## src/rtl/core/kbd_pkg.sv

```systemverilog
`timescale 1ns / 1ps
// ----------------------------------------------------------------------------
// kbd_pkg: shared types and constants for the scancode decoder
// Make codes, special key numbers and the set 1 translation tables.
// ----------------------------------------------------------------------------
package kbd_pkg;

    // Modifier state carried between the decoder and the top level.
    typedef struct packed {
        logic shift;
        logic ctrl;
        logic alt;
        logic caps;
    } mod_flags_t;

    // Result of decoding one byte.
    typedef struct packed {
        logic       emit;
        logic [8:0] key_value;
        logic       is_press;
    } dec_event_t;

    localparam logic [7:0] RELEASE_MASK = 8'h80;

    // Make codes with a fixed meaning.
    localparam logic [6:0] MK_LSHIFT = 7'h2a;
    localparam logic [6:0] MK_RSHIFT = 7'h36;
    localparam logic [6:0] MK_CTRL   = 7'h1d;
    localparam logic [6:0] MK_ALT    = 7'h38;
    localparam logic [6:0] MK_CAPS   = 7'h3a;
    localparam logic [6:0] MK_F1     = 7'h3b;
    localparam logic [6:0] MK_F10    = 7'h44;
    localparam logic [6:0] MK_HOME   = 7'h47;
    localparam logic [6:0] MK_UP     = 7'h48;
    localparam logic [6:0] MK_PGUP   = 7'h49;
    localparam logic [6:0] MK_LEFT   = 7'h4b;
    localparam logic [6:0] MK_RIGHT  = 7'h4d;
    localparam logic [6:0] MK_END    = 7'h4f;
    localparam logic [6:0] MK_DOWN   = 7'h50;
    localparam logic [6:0] MK_PGDN   = 7'h51;
    localparam logic [6:0] MK_INSERT = 7'h52;
    localparam logic [6:0] MK_DELETE = 7'h53;
    localparam logic [6:0] MK_F11    = 7'h57;
    localparam logic [6:0] MK_F12    = 7'h58;

    // Special key values reported in key_value.
    localparam logic [8:0] KV_HOME   = 9'd256;
    localparam logic [8:0] KV_UP     = 9'd257;
    localparam logic [8:0] KV_PGUP   = 9'd258;
    localparam logic [8:0] KV_LEFT   = 9'd259;
    localparam logic [8:0] KV_RIGHT  = 9'd260;
    localparam logic [8:0] KV_END    = 9'd261;
    localparam logic [8:0] KV_DOWN   = 9'd262;
    localparam logic [8:0] KV_PGDN   = 9'd263;
    localparam logic [8:0] KV_INSERT = 9'd264;
    localparam logic [8:0] KV_DELETE = 9'd265;
    localparam logic [8:0] KV_F1     = 9'd266;
    localparam logic [8:0] KV_F11    = 9'd276;
    localparam logic [8:0] KV_F12    = 9'd277;
    localparam logic [8:0] KV_LSHIFT = 9'd278;
    localparam logic [8:0] KV_LCTRL  = 9'd279;
    localparam logic [8:0] KV_LALT   = 9'd280;
    localparam logic [8:0] KV_CAPS   = 9'd281;

    // ASCII bounds and case offsets.
    localparam logic [6:0] ASCII_LOWER_A = 7'h61;
    localparam logic [6:0] ASCII_LOWER_Z = 7'h7a;
    localparam logic [6:0] ASCII_UPPER_A = 7'h41;
    localparam logic [6:0] ASCII_UPPER_Z = 7'h5a;
    localparam logic [6:0] CASE_OFFSET   = 7'd32;
    localparam logic [6:0] CTRL_OFFSET   = 7'd96;

    // Output stream layout.
    localparam int M_TDATA_W = 24;

    // Tables cover make codes 0x00..0x3a, padded with zeros to 64 entries.
    localparam logic [6:0] PLAIN_MAP [0:63] = '{
        7'h00, 7'h1b, 7'h31, 7'h32, 7'h33, 7'h34, 7'h35, 7'h36,
        7'h37, 7'h38, 7'h39, 7'h30, 7'h2d, 7'h3d, 7'h08, 7'h09,
        7'h71, 7'h77, 7'h65, 7'h72, 7'h74, 7'h79, 7'h75, 7'h69,
        7'h6f, 7'h70, 7'h5b, 7'h5d, 7'h0a, 7'h00, 7'h61, 7'h73,
        7'h64, 7'h66, 7'h67, 7'h68, 7'h6a, 7'h6b, 7'h6c, 7'h3b,
        7'h27, 7'h60, 7'h00, 7'h5c, 7'h7a, 7'h78, 7'h63, 7'h76,
        7'h62, 7'h6e, 7'h6d, 7'h2c, 7'h2e, 7'h2f, 7'h00, 7'h2a,
        7'h00, 7'h20, 7'h00, 7'h00, 7'h00, 7'h00, 7'h00, 7'h00
    };

    localparam logic [6:0] SHIFTED_MAP [0:63] = '{
        7'h00, 7'h1b, 7'h21, 7'h40, 7'h23, 7'h24, 7'h25, 7'h5e,
        7'h26, 7'h2a, 7'h28, 7'h29, 7'h5f, 7'h2b, 7'h08, 7'h09,
        7'h51, 7'h57, 7'h45, 7'h52, 7'h54, 7'h59, 7'h55, 7'h49,
        7'h4f, 7'h50, 7'h7b, 7'h7d, 7'h0a, 7'h00, 7'h41, 7'h53,
        7'h44, 7'h46, 7'h47, 7'h48, 7'h4a, 7'h4b, 7'h4c, 7'h3a,
        7'h22, 7'h7e, 7'h00, 7'h7c, 7'h5a, 7'h58, 7'h43, 7'h56,
        7'h42, 7'h4e, 7'h4d, 7'h3c, 7'h3e, 7'h3f, 7'h00, 7'h2a,
        7'h00, 7'h20, 7'h00, 7'h00, 7'h00, 7'h00, 7'h00, 7'h00
    };

endpackage

```

## src/rtl/core/kbd_decode.sv

```systemverilog
`timescale 1ns / 1ps
// ----------------------------------------------------------------------------
// kbd_decode: combinational translation of one scancode byte
// Produces the key event and the next modifier state from the current one.
// ----------------------------------------------------------------------------
module kbd_decode (
    input  logic [7:0]          scan_byte,
    input  kbd_pkg::mod_flags_t flags,
    output kbd_pkg::dec_event_t dec_event,
    output kbd_pkg::mod_flags_t flags_next
);

    logic       press;
    logic [6:0] mk;
    logic [8:0] nav_key;
    logic       nav_hit;
    logic [3:0] f_offset;
    logic [6:0] c0;
    logic [6:0] c1;
    logic [6:0] c2;
    logic [6:0] c3;

    assign press = ((scan_byte & kbd_pkg::RELEASE_MASK) == 8'h00);
    assign mk    = scan_byte[6:0];
    assign f_offset = 4'(mk - kbd_pkg::MK_F1);

    // Navigation and function keys.
    always_comb begin
        nav_hit = 1'b1;
        case (mk)
            kbd_pkg::MK_HOME:   nav_key = kbd_pkg::KV_HOME;
            kbd_pkg::MK_UP:     nav_key = kbd_pkg::KV_UP;
            kbd_pkg::MK_PGUP:   nav_key = kbd_pkg::KV_PGUP;
            kbd_pkg::MK_LEFT:   nav_key = kbd_pkg::KV_LEFT;
            kbd_pkg::MK_RIGHT:  nav_key = kbd_pkg::KV_RIGHT;
            kbd_pkg::MK_END:    nav_key = kbd_pkg::KV_END;
            kbd_pkg::MK_DOWN:   nav_key = kbd_pkg::KV_DOWN;
            kbd_pkg::MK_PGDN:   nav_key = kbd_pkg::KV_PGDN;
            kbd_pkg::MK_INSERT: nav_key = kbd_pkg::KV_INSERT;
            kbd_pkg::MK_DELETE: nav_key = kbd_pkg::KV_DELETE;
            kbd_pkg::MK_F11:    nav_key = kbd_pkg::KV_F11;
            kbd_pkg::MK_F12:    nav_key = kbd_pkg::KV_F12;
            default: begin
                nav_key = kbd_pkg::KV_F1 + {5'b0, f_offset};
                nav_hit = (mk >= kbd_pkg::MK_F1) && (mk <= kbd_pkg::MK_F10);
            end
        endcase
    end

    // Character path: table, caps-lock case rules, then ctrl letters.
    always_comb begin
        c0 = flags.shift ? kbd_pkg::SHIFTED_MAP[mk[5:0]] : kbd_pkg::PLAIN_MAP[mk[5:0]];
        c1 = c0;
        if (flags.caps && c0 >= kbd_pkg::ASCII_LOWER_A && c0 <= kbd_pkg::ASCII_LOWER_Z) begin
            c1 = c0 - kbd_pkg::CASE_OFFSET;
        end
        c2 = c1;
        if (flags.caps && flags.shift && c1 >= kbd_pkg::ASCII_UPPER_A
            && c1 <= kbd_pkg::ASCII_UPPER_Z) begin
            c2 = c1 + kbd_pkg::CASE_OFFSET;
        end
        c3 = c2;
        if (flags.ctrl && c2 >= kbd_pkg::ASCII_LOWER_A && c2 <= kbd_pkg::ASCII_LOWER_Z) begin
            c3 = c2 - kbd_pkg::CTRL_OFFSET;
        end
    end

    always_comb begin
        flags_next         = flags;
        dec_event.is_press = press;
        dec_event.emit     = 1'b1;
        case (mk)
            kbd_pkg::MK_LSHIFT, kbd_pkg::MK_RSHIFT: begin
                flags_next.shift    = press;
                dec_event.key_value = kbd_pkg::KV_LSHIFT;
            end
            kbd_pkg::MK_CTRL: begin
                flags_next.ctrl     = press;
                dec_event.key_value = kbd_pkg::KV_LCTRL;
            end
            kbd_pkg::MK_ALT: begin
                flags_next.alt      = press;
                dec_event.key_value = kbd_pkg::KV_LALT;
            end
            kbd_pkg::MK_CAPS: begin
                flags_next.caps     = flags.caps ^ press;
                dec_event.key_value = kbd_pkg::KV_CAPS;
            end
            default: begin
                if (nav_hit) begin
                    dec_event.key_value = nav_key;
                end else begin
                    // Only presses of codes covered by the tables produce a character.
                    dec_event.key_value = {2'b00, c3};
                    dec_event.emit      = press && (mk < kbd_pkg::MK_F1);
                end
            end
        endcase
    end

endmodule

```

## src/rtl/core/keyboard_scancode_decoder.sv

```systemverilog
`timescale 1ns / 1ps
// ----------------------------------------------------------------------------
// keyboard_scancode_decoder: scancode set 1 byte to key event decoder
// Tracks shift, ctrl, alt and caps lock and emits one event per relevant byte.
// ----------------------------------------------------------------------------
// Usage:
//   The slave stream carries one raw scancode byte per transaction. Bit 7 of
//   the byte marks a key release. The master stream carries at most one key
//   event per input byte. Modifier and caps keys always produce an event,
//   navigation and function keys produce one on press and on release, and
//   table keys produce one only on press. Other bytes are consumed without
//   an event.
//
//   A byte is captured in an input register, decoded by short combinational
//   logic and written to the output register once that register is free or
//   draining; m_tvalid is driven from the output register. While the
//   receiver does not stall, one byte can be accepted in every cycle,
//   because the input register hands its byte on in the same cycle that the
//   output register is emptied.
//
//   The modifier flags carried in each event are the flags as they were
//   before that byte was applied. Reset clears all flags and both stages.
//   When the receiver stalls, the event holds on the master stream while one
//   more byte waits in the input register; s_tready drops only when both
//   stages are occupied.
// ----------------------------------------------------------------------------
module keyboard_scancode_decoder (
    input  logic        aclk,
    input  logic        aresetn,
    // Slave stream. tdata: [7:0] scan_byte.
    input  logic        s_tvalid,
    output logic        s_tready,
    input  logic [7:0]  s_tdata,
    // Master stream. tdata: [7:0] raw_code, [16:8] key_value, [17] is_press,
    // [18] shift_held, [19] ctrl_held, [20] alt_held, [23:21] zero.
    output logic        m_tvalid,
    input  logic        m_tready,
    output logic [kbd_pkg::M_TDATA_W-1:0] m_tdata
);

    logic                          in_valid_reg;
    logic                          in_valid_next;
    logic [7:0]                    in_byte_reg;
    kbd_pkg::mod_flags_t           flags_reg;
    kbd_pkg::mod_flags_t           flags_next;
    logic                          out_valid_reg;
    logic                          out_valid_next;
    logic [kbd_pkg::M_TDATA_W-1:0] out_data_reg;
    logic [kbd_pkg::M_TDATA_W-1:0] out_data_next;
    kbd_pkg::dec_event_t           dec_event;
    kbd_pkg::mod_flags_t           decode_flags;
    logic                          advance;
    logic                          s_accept;

    kbd_decode u_decode (
        .scan_byte  (in_byte_reg),
        .flags      (flags_reg),
        .dec_event  (dec_event),
        .flags_next (decode_flags)
    );

    // The held byte moves on when the output register is free or draining.
    // Bytes that cause no event move on too and leave only their flag update.
    assign advance  = in_valid_reg && (!out_valid_reg || m_tready);
    assign s_tready = !in_valid_reg || advance;
    assign s_accept = s_tvalid && s_tready;

    always_comb begin
        in_valid_next = in_valid_reg;
        if (s_accept) begin
            in_valid_next = 1'b1;
        end else if (advance) begin
            in_valid_next = 1'b0;
        end

        flags_next = advance ? decode_flags : flags_reg;

        out_valid_next = out_valid_reg;
        if (advance && dec_event.emit) begin
            out_valid_next = 1'b1;
        end else if (m_tready) begin
            out_valid_next = 1'b0;
        end

        out_data_next = {3'b000, flags_reg.alt, flags_reg.ctrl, flags_reg.shift,
                         dec_event.is_press, dec_event.key_value, in_byte_reg};
    end

    always_ff @(posedge aclk) begin
        if (!aresetn) begin
            in_valid_reg  <= 1'b0;
            out_valid_reg <= 1'b0;
            flags_reg     <= '0;
        end else begin
            in_valid_reg  <= in_valid_next;
            out_valid_reg <= out_valid_next;
            flags_reg     <= flags_next;
        end
    end

    // Payload registers carry no reset.
    always_ff @(posedge aclk) begin
        if (s_accept) begin
            in_byte_reg <= s_tdata;
        end
        if (advance && dec_event.emit) begin
            out_data_reg <= out_data_next;
        end
    end

    assign m_tvalid = out_valid_reg;
    assign m_tdata  = out_data_reg;

endmodule

```

## config.mk

```make
export PLATFORM = sky130hd
export DESIGN_NAME = keyboard_scancode_decoder
export DESIGN_NICKNAME = d
export VERILOG_FILES = /design/src/rtl/core/kbd_pkg.sv /design/src/rtl/core/kbd_decode.sv /design/src/rtl/core/keyboard_scancode_decoder.sv
export SDC_FILE = /design/constraint.sdc
export NUM_CORES = 1
export LEC_CHECK = 0
export BUFFER_PORTS_ARGS = -buffer_cell sky130_fd_sc_hd__buf_2
export CORE_ASPECT_RATIO = 0.7
export CORE_MARGIN = 2
export CORE_UTILIZATION = 45
export CTS_CLUSTER_SIZE = 30
export DETAILED_ROUTE_END_ITERATION = 16
export PLACE_DENSITY = 0.63
export SYNTH_ARGS = -nofsm -noshare
export SYNTH_HDL_FRONTEND = slang
export SYNTH_HIERARCHICAL = 1
export SYNTH_SLANG_ARGS = --single-unit
```

## constraint.sdc

```tcl
create_clock -name aclk -period 5.4 [get_ports aclk]
set_input_delay 0.27 -clock aclk [delete_from_list [all_inputs] [get_ports aclk]]
set_output_delay 0.27 -clock aclk [all_outputs]
set_load 0.02 [all_outputs]
```

### After elaboration in Yosys (flattened, before gate mapping)

Memory sizes are Yosys's and may differ from the RTL's.
Index checks and enable logic that the tools add are counted.

* flip-flop bits (word level): 35
* memory bits (read-only): 896
* input port bits: 12
* output and inout bits: 26
* logic and storage cells: 88
* memories kept: 2

* add/sub/neg operators: 5
* order comparisons: 10
* eq/ne operators: 17
* mux-type cells: 18
* bitwise gates (word level): 2
* reductions and logical operators: 26

Memory list
* (name not given): words 64, width 7, rd ports 1, clocked after memory_dff 0, wr ports 0, line kbd_decode.sv:52 `c0 = flags.shift ? kbd_pkg::SHIFTED_MAP[mk[5:0]] : kbd_pkg::PLAIN_MAP[mk[5:0]];`
* (name not given): words 64, width 7, rd ports 1, clocked after memory_dff 0, wr ports 0, line kbd_decode.sv:52

Operators with widths (count)
* $pmux 9 s12: 1
* $eq 7x7->1 const B: 12
* $mux 7: 8
* $pmux 9 s4: 1
* $eq 7x6->1 const B: 4
* $ge 7x7->1 const B: 4
* $le 7x7->1 const B: 4
* $logic_and 1x1->1: 12
* $reduce_or 12->1: 1
* $add 9x4->9 const A: 1
* $mux 9: 1
* $logic_not 8->1: 1
* $reduce_and 2->1: 4
* $add 7x6->7 const B: 1
* $eq 7x5->1 const B: 1
* $ge 7x6->1 const B: 1
* $lt 7x6->1 const B: 1
* $mux 1: 7
* $not 6->7: 1
* $sub 7x6->7 const B: 1
* $sub 7x7->7 const B: 1
* $reduce_or 5->1: 1
* $reduce_bool 2->1: 2
* $sub 4x4->4 const B: 1
* 4 further kinds: 6

### Longest topological paths before layout

* word-level depth: 19
* depth in mapped cells: 26
* mapped depth without buffers: 23

### Hierarchy

Netlist, hierarchy kept.

By module, submodules not included
* kbd_decode: instances 1, cells an instance 331, area an instance 2243.4 um2, sequential area each 0.0 um2
* keyboard_scancode_decoder: instances 1, cells an instance 62, area an instance 1147.4 um2, sequential area each 991.0 um2

### Worst setup path before layout

No wires, ideal clock.

* path type: register to register
* from: register in_byte_reg[1]
* to: register out_data_reg, in the netlist m_tdata[13] (data pin)
* setup time: 0.257 ns
* data arrival time: 4.887 ns
* data required time: 5.143 ns
* setup slack: 0.256 ns
* cell stages (with the launch flop): 23
* path buffers: 1
* period minus slack after synthesis: 5.144 ns
* cells stage by stage: edfxtp_1 -> buf_2 -> inv_1 -> ha_1 -> nor2_1 -> o31ai_1 -> a2bb2oi_1 -> o2111ai_2 -> a211oi_1 -> nor2_1 -> o21ba_2 -> mux2i_1 -> inv_1 -> ha_1 -> a211o_1 -> a22oi_2 -> or3b_4 -> nand2_1 -> ha_1 -> inv_1 -> a211oi_1 -> nand2_1 -> mux2i_1

RTL lines
* start: declaration: line keyboard_scancode_decoder.sv:43 `logic [7:0] in_byte_reg;`
* start signal: assignment: line keyboard_scancode_decoder.sv:104 `in_byte_reg <= s_tdata;`
* end signal: assignment: line keyboard_scancode_decoder.sv:107 `out_data_reg <= out_data_next;`
* end: declaration: line keyboard_scancode_decoder.sv:48 `logic [kbd_pkg::M_TDATA_W-1:0] out_data_reg;`

==> run_results.csv <==
group,metric,value,unit
sta,fmax,196,MHz
global_route,grt_pass1_vias,2861,
worst_hold_path,hold_path.class,"in -> reg",
power,power.leakage,0.00151,uW
clock_tree,cts_buffer_depth,2,
clock_tree,cts.sinks,35,
setup_path,worstSetupStartpointType,"register",
setup_path,reg2regPathDepth,21,
routing,drt_iter0_drc,351,
sta,hold-worst-slack,0.146,ns
placed_design,place_inst,518,
placed_design,dpl.hpwl,6770,um
placed_design,gp_congestion,1.04,
finish,drive_gt1_frac,0.234,
clock_tree,clkTransAtPathRegs,0.08,ns
sta,fin_setup_tns,0,ns
clock_tree,cts_buffers,5,
finish,final_cell_mix,"47 x nand2_1, 34 x buf_2, 33 x nor2_1",
die,ios,38,
die,num_rows,26,
sta,slew_viol_final,0,
global_route,grt_max_degree,55,
sta,skew,0.00866,ns
job,max_cap_viol_count,0,
die,die_w,108,um
global_route,gr-total-overflow,0,
setup_path,cp.arrival,5.14,ns
synthesis,synth-edff-count,29,
routing,firstDrtPassIters,5,
finish,largest_register_ffs,21,
synthesis,synth_area_leaders,"edfxtp_1 26%, ha_1 8.1%, nand2_1 5.2%",
setup_path,worstPathMaxFanout,15,
finish,fin_cells,526,
sta,period_share,0.944,
clock_tree,holdBufCountCts,0,
synthesis,synth_top_area_cell,"edfxtp_1",
routing,post_drt_wl_per_cell,17.6,um
setup_path,cp-end-kind,"register",
sta,tightest_slew,1.07,ns
routing,drt-total-wl,9240,um
sta,min_period,5.10,ns
setup_path,required,5.45,ns
clock_tree,cts.htree.levels,2,
status,outcome,"finished clean",
synthesis,synthArstFlopShare,0,
finish,synthToLayoutAreaGrowth,12.6,%
sta,setup_violations,0,
global_route,grt_pass1_wl,14800,um
routing,drc,0,
finish,design_area,3820,um2
routing,antenna_left,0,
clock_tree,post-cts-setup-buffers,0,
sta,hold_viol_final,0,
finish,layout_commonest_cell,"nand2_1",
die,die_area,8260,um2
finish,final_util,0.524,
sta,relSlewSlack,0.283,
power,irDropWorstVdd,0.000134,V
clock_tree,ctsRootBufferMaster,"clkbuf_8",
worst_hold_path,hold_path_depth,1,
finish,num-nets-final,461,
synthesis,synth.avg_cell_area,8.63,um2
synthesis,syn-cell-area,3390,um2
synthesis,ys_types,84,
synthesis,ys_ff_latch,35,
placed_design,io_buffers,34,
die,initial_core_util,0.465,
global_route,track_usage,0.229,
synthesis,yosysWarnings,6,
clock_tree,cts_tree,"built",
synthesis,ys_seq_area_frac,0.292,
setup_path,worstSetupPathType,"reg -> reg",
die,core,7290,um2
routing,vias,3156,
synthesis,yosys.area.top_type_share,0.257,
synthesis,synth_ff_type,"edfxtp_1",
synthesis,netlist_instances,393,
global_route,antenna_found_initial,0,
routing,viasPerCell,6.00,
finish,diodes,0,
power,powerDensity,199,nW/um2
placed_design,dpl_cell_area,3680,um2
clock_tree,insertion_delay,0.29,ns
setup_path,r2r_slack,0.30,ns
die,die_h,76.6,um
[area by class of cell]
cell class	instances	area (um2)
fillers	682	3470
multi-input cells	313	2180
flip-flops and latches	35	991
repair buffers	56	360
well taps	98	123
clock buffers	6	82.6
inverters	16	60.1
clock inverters	2	16.3
[per-stage QoR]
step | power [uW] | setup WS [ns]
3_3_place_gp | 552 | 0.244
4_1_cts | 759 | 0.0560
6_report | 762 | 0.302
3_5_place_dp | 552 | 0.0809
2_1_floorplan | 495 | 0.256
5_1_grt | 804 | -0.00999
[worst max-delay path: stages (launching register included)]
cell and delay (ns):
edfxtp_1 0.43, buf_4 0.23, ha_1 0.20, and2_1 0.24
o31ai_1 0.32, a2bb2oi_1 0.25, o2111ai_2 0.26, a211oi_2 0.37
nor2_1 0.07, o21ba_2 0.23, mux2i_2 0.25, inv_1 0.10
ha_1 0.23, a211o_1 0.27, a22oi_2 0.18, or3b_4 0.42
nand2_1 0.10, ha_1 0.17, inv_1 0.07, a211oi_2 0.24
nand2_1 0.10, mux2i_1 0.12
[power breakdown]
part           switching [uW]  total (uW)  leakage, uW  internal [uW]
Clock                     101         205    0.0000474            104
Combinational             148         241      0.00114           93.2
Sequential               9.07         315     0.000323            306
Total                     258         762      0.00151            504
[cells in the mapped netlist, drive strengths merged (3+ instances only)]
| cell | number |
|---|---|
| mux2 | 3 |
| o211ai | 6 |
| o221ai | 4 |
| o311ai | 3 |
| a21oi | 24 |
| nand4 | 3 |
| inv | 16 |
| nand2 | 49 |
| nor2b | 9 |
| o31ai | 6 |
| clkbuf | 7 |
| edfxtp | 29 |
| and2 | 4 |
| buf | 24 |
| or3b | 4 |
| a22oi | 3 |
| a221oi | 4 |
| a31oi | 4 |
| dfxtp | 6 |
| o22ai | 5 |
| a211oi | 4 |
| nor3 | 9 |
| o21ai | 23 |
| nor2 | 34 |
| mux2i | 14 |
| o21bai | 3 |
| ha | 22 |
| nand3 | 7 |
| nand2b | 14 |
| or2 | 3 |
[metal layers]
metal  global-route usage  vias up  wire length, um
li1                     -     1515                -
met1                0.350     1460             4420
met2                0.300      165             3670
met3               0.0796       16             1030
met4               0.0603        0              121
met5                    0        -                0
[timing repair]
action,CTS,global route
endpoints found under the hold margin,0,0
setup endpoints to repair,0,2
resized for setup,0,10
[path summary, 6_finish.rpt]
check / end / from
max: m_tdata[13] / in_byte_reg[1]
min: in_byte_reg[6] / s_tdata[6]
max reg2reg: m_tdata[13] / in_byte_reg[1]
min reg2reg: m_tdata[20] / flags_reg[1]
[logic make-up (layout without fill, tap and decap cells)]
family                   after synthesis  after routing  share of synthesized area
multiplexers                          17             17                     0.0524
adder cells (fa/ha/maj)               22             22                     0.0812
AND/OR/NAND/NOR                      151            151                      0.230
AO/OA/AOI/OAI                        116            116                      0.256
XOR/XNOR                               3              3                    0.00775
flip-flops                            35             35                      0.292
buffers and inverters                 47             80                     0.0779
other                                  2              4                    0.00221
Power figures use the tool's default switching activity.
